**src/lfu_pkg.sv**
```systemverilog
`default_nettype none

package lfu_pkg;

    // fixed field widths
    localparam int CAND_W     = 7;
    localparam int SLOT_W     = 6;
    localparam int STAMP_W    = 32;
    localparam int OUT_VOTE_W = 16;
    localparam int S_TDATA_W  = 8;
    localparam int M_TDATA_W  = 32;

    // board size limits
    localparam logic [SLOT_W-1:0] MAX_SLOTS      = 6'd32;
    localparam logic [SLOT_W-1:0] SLOT_LIMIT_RST = 6'd3;

    // opcodes carried in s_tuser
    localparam logic OP_RECOMMEND = 1'b0;
    localparam logic OP_LIST      = 1'b1;

    // one result beat
    typedef struct packed {
        logic                  last;
        logic [OUT_VOTE_W-1:0] listed_votes;
        logic [CAND_W-1:0]     listed_id;
        logic [CAND_W-1:0]     evicted_id;
        logic                  evicted;
        logic                  hit;
    } res_t;

    // sequencer states
    typedef enum logic [7:0] {
        ST_CLEAR = 8'b0000_0001,
        ST_IDLE  = 8'b0000_0010,
        ST_LOOK  = 8'b0000_0100,
        ST_SCAN  = 8'b0000_1000,
        ST_EVICT = 8'b0001_0000,
        ST_PLACE = 8'b0010_0000,
        ST_RESP  = 8'b0100_0000,
        ST_LEND  = 8'b1000_0000
    } state_t;

endpackage

`default_nettype wire

```
**src/lfu_out_reg.sv**
```systemverilog
`default_nettype none

module lfu_out_reg (
    input  wire logic                          aclk,
    input  wire logic                          aresetn,
    input  wire logic                          load,
    input  wire lfu_pkg::res_t                 res,
    output logic                               free,
    output logic                               m_tvalid,
    input  wire logic                          m_tready,
    output logic [lfu_pkg::M_TDATA_W-1:0]      m_tdata,
    output logic                               m_tlast
);

    import lfu_pkg::*;

    logic valid_reg;
    logic valid_next;
    res_t res_reg;

    // room for a new beat once the held one leaves
    assign free = !valid_reg || m_tready;

    always_comb begin
        valid_next = valid_reg;
        if (load) begin
            valid_next = 1'b1;
        end else if (m_tready) begin
            valid_next = 1'b0;
        end
    end

    always_ff @(posedge aclk) begin
        if (!aresetn) begin
            valid_reg <= 1'b0;
        end else begin
            valid_reg <= valid_next;
        end
    end

    // payload
    always_ff @(posedge aclk) begin
        if (load) begin
            res_reg <= res;
        end
    end

    assign m_tvalid = valid_reg;
    assign m_tdata  = {res_reg.listed_votes, res_reg.listed_id, res_reg.evicted_id,
                       res_reg.evicted, res_reg.hit};
    assign m_tlast  = res_reg.last;

endmodule

`default_nettype wire

```
**config.mk**
```make
export PLATFORM = sky130hd
export DESIGN_NAME = lfu_out_reg
export DESIGN_NICKNAME = d
export VERILOG_FILES = /design/src/lfu_pkg.sv /design/src/lfu_out_reg.sv
export SDC_FILE = /design/constraint.sdc
export NUM_CORES = 1
export LEC_CHECK = 0
export BUFFER_PORTS_ARGS = -buffer_cell sky130_fd_sc_hd__buf_2
export CORE_AREA = 2 2 40 79
export DETAILED_ROUTE_END_ITERATION = 16
export DIE_AREA = 0 0 42 81
export PLACE_DENSITY = 0.74
export REMOVE_ABC_BUFFERS = 1
export SYNTH_ARGS = -nofsm -noshare
export SYNTH_HDL_FRONTEND = slang
export SYNTH_SLANG_ARGS = --single-unit
```
**constraint.sdc**
```tcl
create_clock -name aclk -period 0.8 [get_ports aclk]
set_input_delay 0.04 -clock aclk [delete_from_list [all_inputs] [get_ports aclk]]
set_output_delay 0.04 -clock aclk [all_outputs]
set_load 0.05 [all_outputs]
```
Yosys cells after proc, flatten, opt, wreduce, memory -nomap -nowiden
Cells that the tools add are included.
Cells by class
  mux-type cells: 2
  reductions and logical operators: 3
Operators with widths (number)
  2-to-1 mux 1 bit: 2
  nonzero test 2 bit: 1
  zero test 1 bit: 1
  logical OR 1 bit: 1
Word-level totals
  input bits: 37
  register bits after elaboration: 34
  output and inout bits: 35
  word-level logic and storage cells: 12

Longest topological paths before layout
Gate-level depths: netlist of run 1.
  depth after elaboration: 2
  mapped depth: 2
  gate-level depth less buffers: 2

Worst setup path before layout of run 1
No wires, ideal clock.
  kind: register to register
  start point: register m_tvalid (netlist name)
  end point: register valid_reg, in the netlist m_tvalid
  cell stages (with the launch flop): 3
  clock period less this slack: 1104 ps
  setup time: 67 ps
  buffers on the path: 0
  required time: 733 ps
  arrival time: 1037 ps
  path slack: -304 ps
  path through: dfxtp_1 nand2b_4 a21boi_2
RTL lines
  to (signal assigned): RTL line lfu_out_reg.sv:37  | valid_reg <= valid_next;
  to (decl): RTL line lfu_out_reg.sv:17  | logic valid_reg;

Final worst setup path of run 1
  start point: register res_reg, in the netlist m_tdata[15]
  end point: output m_tdata[15] (netlist bit)
RTL lines
  from (decl): RTL line lfu_out_reg.sv:19  | res_t res_reg;
  from (signal assigned): RTL line lfu_out_reg.sv:44  | res_reg <= res;
  to (decl): RTL line lfu_out_reg.sv:11  | output logic [lfu_pkg::M_TDATA_W-1:0] m_tdata,
No word-level cell between the ends.

==> flow_summary.toml, run 1 <==
[logic_synthesis]
synth_mux_area_share_pct = 0
synth_top_cell_area_share_pct = 95.31
synth_top_family_by_area = "simple AND/OR/NAND/NOR gates"
synth_top_cells_by_area = "sky130_fd_sc_hd__edfxtp_1, sky130_fd_sc_hd__dfxtp_1, sky130_fd_sc_hd__nand2b_4"
synth_xor_area_share_pct = 0
synth_compound_gate_area_share_pct = 1.083
yosys_warnings = 0
mappedNetlistArea_um2 = 1040
ys_seq_area_share_pct = 97.23
netlist-cell-type-count = 5
post_synthesis_average_cell_area_um2 = 28.10
instance_count_of_the_mapped_netlist = 37
synth_area_leader_cell = "sky130_fd_sc_hd__edfxtp_1"
post_synth_and_or_nand_nor_area_fraction_pct = 1.324
synth-seq-cells = 34
post_synth_fa_ha_maj_area_fraction_pct = 0

[sta]
tightest_slew_ns = 0.1161
finalSetupViolCount = 35
slack_of_the_critical_path_ns = -0.1006
final-max-slew-violation-count = 0
final_min_period_over_clock_period_pct = 112.6
finalHoldWorstSlack_ns = 0.05491
slew-limit-headroom_pct = 92.28
rsz_0062_raised_after_global_routing = "yes"
final-hold-violation-count = 0
timing.final.crit_period_ns = 0.9006
achievable-frequency_ghz = 1.110
final.setup_skew_ns = 0

[pwr]
power.sequential.fraction_pct = 49.9
powerDensity_nw_per_um2 = 2067
switching_power_of_the_nets_uw = 1206
power.internal_uw = 3157
static-leakage-power_uw = 0.0009022
vdd_drop_max_uv = 1657
pwr-share-clk_pct = 25.3
post-layout-total-power_uw = 4363
power_frac_comb_pct = 24.8
netSwitchingFraction_pct = 27.64

[hold_path]
min_delay_worst_type = "primary input to flop"

[final_layout]
finish.cell_count_without_fillers = 182
filler_cell_count = 158
layout.cells.most_common = "sky130_fd_sc_hd__buf_2"
areaGrowthSynthToFinish_pct = 103.0
num-nets-final = 189
layout-drive-gt1-share_pct = 53.95
num_antenna_cells = 0
layout_common_cells = "sky130_fd_sc_hd__buf_2, sky130_fd_sc_hd__dlygate4sd3_1, sky130_fd_sc_hd__buf_6"

[global_routing]
grtUsageTotal_pct = 19.05
first_global_vias = 945
globalRoute.totalOverflow = 0
global_route_wire_length_before_repair_um = 4505
largest_net_degree_at_the_start_of_global_routing = 19
number_of_antenna_violations_at_the_first_check_in_global_routing = 0

[placed_design]
placed_cells = 141
place_hpwl_um = 1435
io_buffers = 71
gpl.final_weighted_congestion = 0.7031
placement.setup.worst_slack_ns = 0.1186

[critical_path]
critPathTopFamily = "flip-flops"
critical_path.max_stage_delay_ns = 0.41
worstSetupStartpointType = "flop"
crit_path_max_fanout = 1
crit_path_cell_trace = "buf_6"
cp_data_required_time_ns = 0.76
setup.worst_path.class = "flop to primary output"
path_buf_inv = 1
worst_ep_arrival_time_ns = 0.86
critical_path.endpoint_type = "primary output"
worst_path_max_delay_cell = "sky130_fd_sc_hd__edfxtp_1"

[status]
failed_checks = "setup timing"
result_of_the_run = "complete, but fails checks"

[drt]
drtPass1Iterations = 3
routedWlPerCell_um = 15.69
drt-total-wl_um = 2856
wirelength_met1_um = 912
detail_route.drc_violations = 0
wl_met3_um = 423
count_of_vias_placed_by_the_detailed_router = 791
route.detailed.vias_per_inst = 4.346
route.antenna.remaining_nets = 0
detail_route.iter0.violations = 8
dr_wl_met2_um = 1453
top_layer = "met4"

[cts]
tritoncts_clock_tree = "built"
cts_sinks = 34
worst_setup_hold_path_clk_slew_ns = 0.06
cts-root-to-sink-buffers = 2
cts_setup_buffers = 0
clkLatencyLatePin_ns = 0.27
ctsRootBufferMaster = "sky130_fd_sc_hd__clkbuf_8"
depth_of_the_cts_h_tree = 2
cts_inserted_buffers = 5

[floorplan]
die_width_um = 42
placement_rows = 28
starting_density_of_the_core_pct = 36.64
chipHeight_um = 81
design.die.area_um2 = 3402
design.core.area_um2 = 2838
io_pins = 72

[run]
maxCapViolCount = 0
==> power groups by stage <==
| stage | registers (uW) | clock network, uW | logic (uW) |
|---|---|---|---|
| floorplan | 2680 | 0 | 18.5 |
| global placement | 2170 | 0 | 773 |
| detailed placement | 2180 | 0 | 776 |
| CTS | 2180 | 1130 | 1070 |
| global route | 2190 | 1220 | 1120 |
| finish | 2180 | 1100 | 1080 |
==> logic make-up (layout without fill, tap and decap cells) <==
| kind of cell | after synthesis | in the layout |
|---|---|---|
| buffers and inverters | 1 | 116 |
| AOI/OAI and AO/OA | 1 | 1 |
| DFF | 34 | 34 |
| and+or+nand+nor | 1 | 1 |
==> state kept, by name, indices dropped and copies added (netlist names) <==
signal,flops
m_tdata,32
m_tvalid,1
m_tlast,1
==> final cells by class <==
class / instances / area, um^2 / area share [%]
Clock buffer: 7 / 76.32 / 3.616
Inverter: 1 / 3.754 / 0.1778
Multi-Input combinational cell: 2 / 25.02 / 1.186
Sequential cell: 34 / 1015 / 48.07
Tap cell: 30 / 37.54 / 1.778
Timing Repair Buffer: 108 / 953.4 / 45.17
==> stage by stage <==
stage,instance area [um^2],setup TNS (ns),utilization (%)
after detailed placement,1468,0,51.72
after floorplan,1040,-0.4151,-
after global placement,1468,0,51.72
after global routing,2111,-3.461,74.38
after CTS,2105,-2.576,74.16
final,2111,-2.227,74.38
==> path summary, 6_finish.rpt <==
kind	from	to	slack [ns]	depth (start not counted)
hold reg to reg	m_tvalid	m_tvalid	0.52	2
hold / removal	m_tready	m_tvalid	0.05	3
setup reg to reg	m_tvalid	m_tvalid	0.18	2
setup / recovery	m_tdata[15]	m_tdata[15]	-0.10	1
==> repair_timing <==
item,4_1_cts,5_1_grt
gates resized for setup,71,2
hold endpoints to repair,34,0
setup endpoints to repair,35,35
hold buffers,34,0
==> metal layers <==
metal  global-route usage [%]  up-vias
li1                         -      373
met1                    16.49      335
met2                    34.38       76
met3                    11.78        7
met4                    7.097        0
met5                        0        -
==> cell usage after synthesis (all sizes together) <==
| cell type | instances |
|---|---|
| a21boi | 1 |
| edfxtp | 33 |
| inv | 1 |
| dfxtp | 1 |
| nand2b | 1 |
Power figures use the tool's default switching activity.
==> run 2, diff against run 1 <==
Settings changed: ABC_AREA set to 1, CORE_AREA 2 2 40 79 to 2 2 40 78, DIE_AREA 0 0 42 81 to 0 0 42 80, PLACE_DENSITY 0.74 to 0.75.
Clock period 0.8 ns to 1.09 ns, I/O delays scaled along.
==> flow_summary.toml, run 2 <==
[status]
result_of_the_run = "finished clean"

[global_routing]
first_global_vias = 833
largest_net_degree_at_the_start_of_global_routing = 35
number_of_antenna_violations_at_the_first_check_in_global_routing = 0
global_route_wire_length_before_repair_um = 3843
grtUsageTotal_pct = 16.83
globalRoute.totalOverflow = 0

[cts]
worst_setup_hold_path_clk_slew_ns = 0.06
cts_resized = 0
tritoncts_clock_tree = "built"
cts_inserted_buffers = 5
cts_sinks = 34
depth_of_the_cts_h_tree = 2
ctsRootBufferMaster = "sky130_fd_sc_hd__clkbuf_8"
cts-root-to-sink-buffers = 2
clkLatencyLatePin_ns = 0.27

[sta]
setup-tns-final_ns = 0
slew-limit-headroom_pct = 82.55
achievable-frequency_ghz = 0.9953
rsz_0062_raised_after_global_routing = "no"
final_min_period_over_clock_period_pct = 92.18
timing.final.crit_period_ns = 1.005
final-hold-violation-count = 0
final.setup_skew_ns = 0
final-max-slew-violation-count = 0
finalSetupViolCount = 0
finalHoldWorstSlack_ns = 0.04665
tightest_slew_ns = 0.2635

[floorplan]
die_width_um = 42
placement_rows = 27
design.core.area_um2 = 2736
design.die.area_um2 = 3360
starting_density_of_the_core_pct = 37.91
chipHeight_um = 80
io_pins = 72

[logic_synthesis]
synthMostInstantiatedCell = "sky130_fd_sc_hd__edfxtp_1"
instance_count_of_the_mapped_netlist = 39
synth_top_cell_area_share_pct = 95.54
post_synthesis_average_cell_area_um2 = 26.60
mappedNetlistArea_um2 = 1037
synth_enable_flop_cells = 33
synth-seq-cells = 34
synth.top_cells.by_count = "sky130_fd_sc_hd__edfxtp_1, sky130_fd_sc_hd__inv_1, sky130_fd_sc_hd__a21oi_2, sky130_fd_sc_hd__dfxtp_1, sky130_fd_sc_hd__nand2_2"
yosys_most_used_dff = "sky130_fd_sc_hd__edfxtp_1"
yosys_warnings = 0
netlist-cell-type-count = 5
ys_seq_area_share_pct = 97.47
synth_top_cells_by_area = "sky130_fd_sc_hd__edfxtp_1, sky130_fd_sc_hd__dfxtp_1, sky130_fd_sc_hd__inv_1"
synth_area_leader_cell = "sky130_fd_sc_hd__edfxtp_1"
async_reset_ff_share_pct = 0

[final_layout]
num_antenna_cells = 0
fin_util_pct = 68.36
layout-drive-gt1-share_pct = 52.29
layout_common_cells = "sky130_fd_sc_hd__buf_2, sky130_fd_sc_hd__dlygate4sd3_1, sky130_fd_sc_hd__edfxtp_1"
largest_register_ff_count = 32
areaGrowthSynthToFinish_pct = 80.34
layout.cells.most_common = "sky130_fd_sc_hd__buf_2"
finish.instance_area_um2 = 1871
num-nets-final = 189

[critical_path]
crit_path_max_fanout = 2
crit_path_cell_trace = "nand2_2 -> buf_2"
worstSetupStartpointType = "flop"
setup.worst_path.class = "flop to primary output"
path_buf_inv = 1
critical_path.endpoint_type = "primary output"
worst_path_max_delay_cell = "sky130_fd_sc_hd__dfxtp_1"
critPathTopFamily = "flip-flops"
cp_data_required_time_ns = 1.04
critical_path.max_stage_delay_ns = 0.32
worst_ep_arrival_time_ns = 0.95

[drt]
count_of_vias_placed_by_the_detailed_router = 781
route.antenna.remaining_nets = 0
drt-total-wl_um = 2594
drtPass1Iterations = 4
detail_route.iter0.violations = 15
detail_route.drc_violations = 0
routedWlPerCell_um = 14.25
route.detailed.vias_per_inst = 4.291

[pwr]
powerDensity_nw_per_um2 = 1649
vdd_drop_max_uv = 1330
static-leakage-power_uw = 0.0008237

[placed_design]
place_area_um2 = 1449
io_buffers = 71
gpl.final_weighted_congestion = 0.6344
place_hpwl_um = 1498

[hold_path]
min_delay_worst_type = "primary input to flop"

[run]
maxCapViolCount = 0
## run 2: cell count changes in the layout (fill, tap and decap cells not counted), sizes merged
cell / before / now
buf: 74 / 72
nand2b: 1 / 0
a21boi: 1 / 0
a21oi: 0 / 1
clkbuf: 7 / 6
nand2: 0 / 1
clkinv: 0 / 2
inv: 1 / 3
## run 2: kinds of logic after synthesis
logic type	share of synthesized area (%)
AO/OA/AOI/OAI	0.8445
buffers and inverters	1.086
flip-flops	97.47
AND/OR/NAND/NOR	0.6035
## run 2: path summary, 6_finish.rpt
| kind | startpoint | end | slack, ns | cells after the start |
|---|---|---|---|---|
| worst min-delay path | m_tready | m_tvalid | 0.05 | 4 |
| worst min register to register | m_tvalid | m_tvalid | 0.50 | 2 |
| worst max-delay path | m_tvalid | free | 0.09 | 2 |
| worst max register to register | m_tvalid | m_tvalid | 0.50 | 2 |
## run 2: cell type report
type	instances	area, um^2
clock buffers	6	72.57
inverters	3	11.26
repair buffers	106	715.7
well taps	29	36.28
fillers	201	865.8
multi-input cells	2	15.01
flip-flops and latches	34	1011
clock inverters	2	8.758
## run 2: layer usage
layer	global-route usage [%]	wire length, um	vias to the layer above	part of all wire, %
li1	-	-	373	-
met1	13.55	767	347	30
met2	29.69	1493	44	58
met3	6.561	178	17	6.9
met4	14.84	155	0	6.0
met5	0	0	-	0
## run 2: tightest hold or removal path: cells and delay by family
kind	cells	cell delay, ns
simple gates	1	0.07
compound gates	1	0.05
buf+inv	2	0.11
## run 2: per-stage QoR
| stage | total power, uW | cells | worst slack [ns] |
|---|---|---|---|
| 3_3_place_gp | 2151 | 140 | 0.4168 |
| 3_5_place_dp | 2163 | 140 | 0.3980 |
| 6_report | 3085 | 182 | 0.08525 |
| 2_1_floorplan | 1978 | 39 | -0.07628 |
| 5_1_grt | 3218 | 182 | 0.05470 |
| 4_1_cts | 3096 | 182 | 0.08950 |
## run 2: where the power goes
group / internal [uW] / switching [uW]
clock: 438 / 413
sequential: 1550 / 25.5
combinational: 200 / 462
total: 2190 / 900
## run 2: what timing repair did
item	4_1_cts	5_1_grt
setup buffers	0	0
hold buffers	34	0
endpoints found under the hold margin	34	0
==> run 3, diff against run 2 <==
Settings changed: ABC_AREA 1 to not set.
==> flow_summary.toml, run 3 (synthesis gave the netlist of run 1 again) <==
[sta]
final.setup_skew_ns = 0
rsz_0062_raised_after_global_routing = "no"
final-max-slew-violation-count = 0
finalHoldWorstSlack_ns = 0.01194
tightest_slew_ns = 0.2687
final-hold-violation-count = 0
timing.final.crit_period_ns = 0.9909
achievable-frequency_ghz = 1.009
setup-tns-final_ns = 0
slew-limit-headroom_pct = 82.21
slack_of_the_critical_path_ns = 0.09907
finalSetupViolCount = 0
final_min_period_over_clock_period_pct = 90.91

[global_routing]
globalRoute.totalOverflow = 0
global_route_wire_length_before_repair_um = 3615
largest_net_degree_at_the_start_of_global_routing = 25
grtUsageTotal_pct = 15.78
first_global_vias = 824
number_of_antenna_violations_at_the_first_check_in_global_routing = 0

[run]
maxCapViolCount = 0

[critical_path]
path_buf_inv = 1
cp_data_required_time_ns = 1.04
worst-r2r-cell-count = 2
worst_ep_arrival_time_ns = 0.94
worstSetupStartpointType = "flop"
critical_path.endpoint_type = "primary output"
crit_path_cell_trace = "nand2b_4 -> buf_2"
ff2ff_setup_slack_ns = 0.48
setup.worst_path.class = "flop to primary output"
worst_path_max_delay_cell = "sky130_fd_sc_hd__dfxtp_1"
critPathTopFamily = "flip-flops"
source_of_the_critical_timing_path = "m_tvalid"
capturing_point_of_the_worst_reg2reg_path = "m_tvalid"
critical_path.max_stage_delay_ns = 0.33
worstReg2RegStart = "m_tvalid"
crit_path_max_fanout = 2

[floorplan]
die_width_um = 42
io_pins = 72
starting_density_of_the_core_pct = 38.00
design.die.area_um2 = 3360
placement_rows = 27
chipHeight_um = 80
design.core.area_um2 = 2736

[cts]
cts-root-to-sink-buffers = 2
postCtsHoldBufs = 33
cts_setup_buffers = 0
worst_setup_hold_path_clk_slew_ns = 0.06
depth_of_the_cts_h_tree = 2
cts_inserted_buffers = 5
cts_sinks = 34
tritoncts_clock_tree = "built"
ctsRootBufferMaster = "sky130_fd_sc_hd__clkbuf_8"
clkLatencyLatePin_ns = 0.27
cts_resized = 0

[placed_design]
placement.setup.worst_slack_ns = 0.3936
io_buffers = 71
gpl.final_weighted_congestion = 0.6133

[final_layout]
layout.cells.most_common = "sky130_fd_sc_hd__buf_2"
areaGrowthSynthToFinish_pct = 79.90
num_antenna_cells = 0
layout-drive-gt1-share_pct = 53.64
filler_cell_count = 201
num-nets-final = 187
largest_register_ff_count = 32
layout_common_cells = "sky130_fd_sc_hd__buf_2, sky130_fd_sc_hd__dlygate4sd3_1, sky130_fd_sc_hd__edfxtp_1"

[drt]
routedWlPerCell_um = 13.44
detail_route.drc_violations = 0
route.antenna.remaining_nets = 0
drtPass1Iterations = 3
count_of_vias_placed_by_the_detailed_router = 791
detail_route.iter0.violations = 9
route.detailed.vias_per_inst = 4.394
drt-total-wl_um = 2420

[hold_path]
destination_of_the_worst_hold_path = "m_tvalid"
min_delay_path_depth = 2
hold_path.startpoint = "aresetn"
min_delay_worst_type = "primary input to flop"

[pwr]
static-leakage-power_uw = 0.0008208
vdd_drop_max_uv = 1031
powerDensity_nw_per_um2 = 1650

[status]
result_of_the_run = "finished clean"
## run 3: cell types whose count changed in the layout (fill, tap and decap cells not counted), sizes merged
cell	previous run	this run
inv	3	1
a21boi	0	1
a21oi	1	0
buf	72	73
dlygate4sd3	34	33
nand2	1	0
nand2b	0	1
## run 3: stage by stage
stage / total power (uW) / instances / cell area (um^2) / util [%]
floorplan: 1979 / 37 / 1040 / -
finish: 3086 / 180 / 1871 / 68.36
global placement: 2155 / 139 / 1459 / 53.32
global route: 3205 / 180 / 1871 / 68.36
CTS: 3097 / 180 / 1871 / 68.36
detailed placement: 2166 / 139 / 1459 / 53.32
## run 3: layout make-up
class / instances / area, um^2 / share of cell area (%)
Tap cell: 29 / 36.28 / 1.940
Inverter: 1 / 3.754 / 0.2007
Clock inverter: 2 / 8.758 / 0.4682
Clock buffer: 6 / 72.57 / 3.880
Sequential cell: 34 / 1011 / 54.05
Multi-Input combinational cell: 2 / 25.02 / 1.338
Timing Repair Buffer: 106 / 713.2 / 38.13
## run 3: worst max-delay path by stage
stage,endpoint,cells past startpoint
final,free,2
after global routing,free,2
after CTS,free,2
after detailed placement,free,2
after global placement,free,2
after floorplan,m_tvalid,2
## run 3: power breakdown
part | internal (uW) | total, uW | leakage (uW) | switching (uW)
clock | 438 | 854 | 0.0000426 | 416
sequential | 1550 | 1570 | 0.000331 | 27.3
combinational | 202 | 658 | 0.000447 | 456
total | 2190 | 3090 | 0.000821 | 899
## run 3: metal layers
metal  vias up  track usage, %  share of wire (%)
met5         -               0                  0
met4         0           10.65                3.3
met3         7           5.882                7.6
met2        43           27.97                 57
met1       372           14.29                 32
li1        369               -                  -
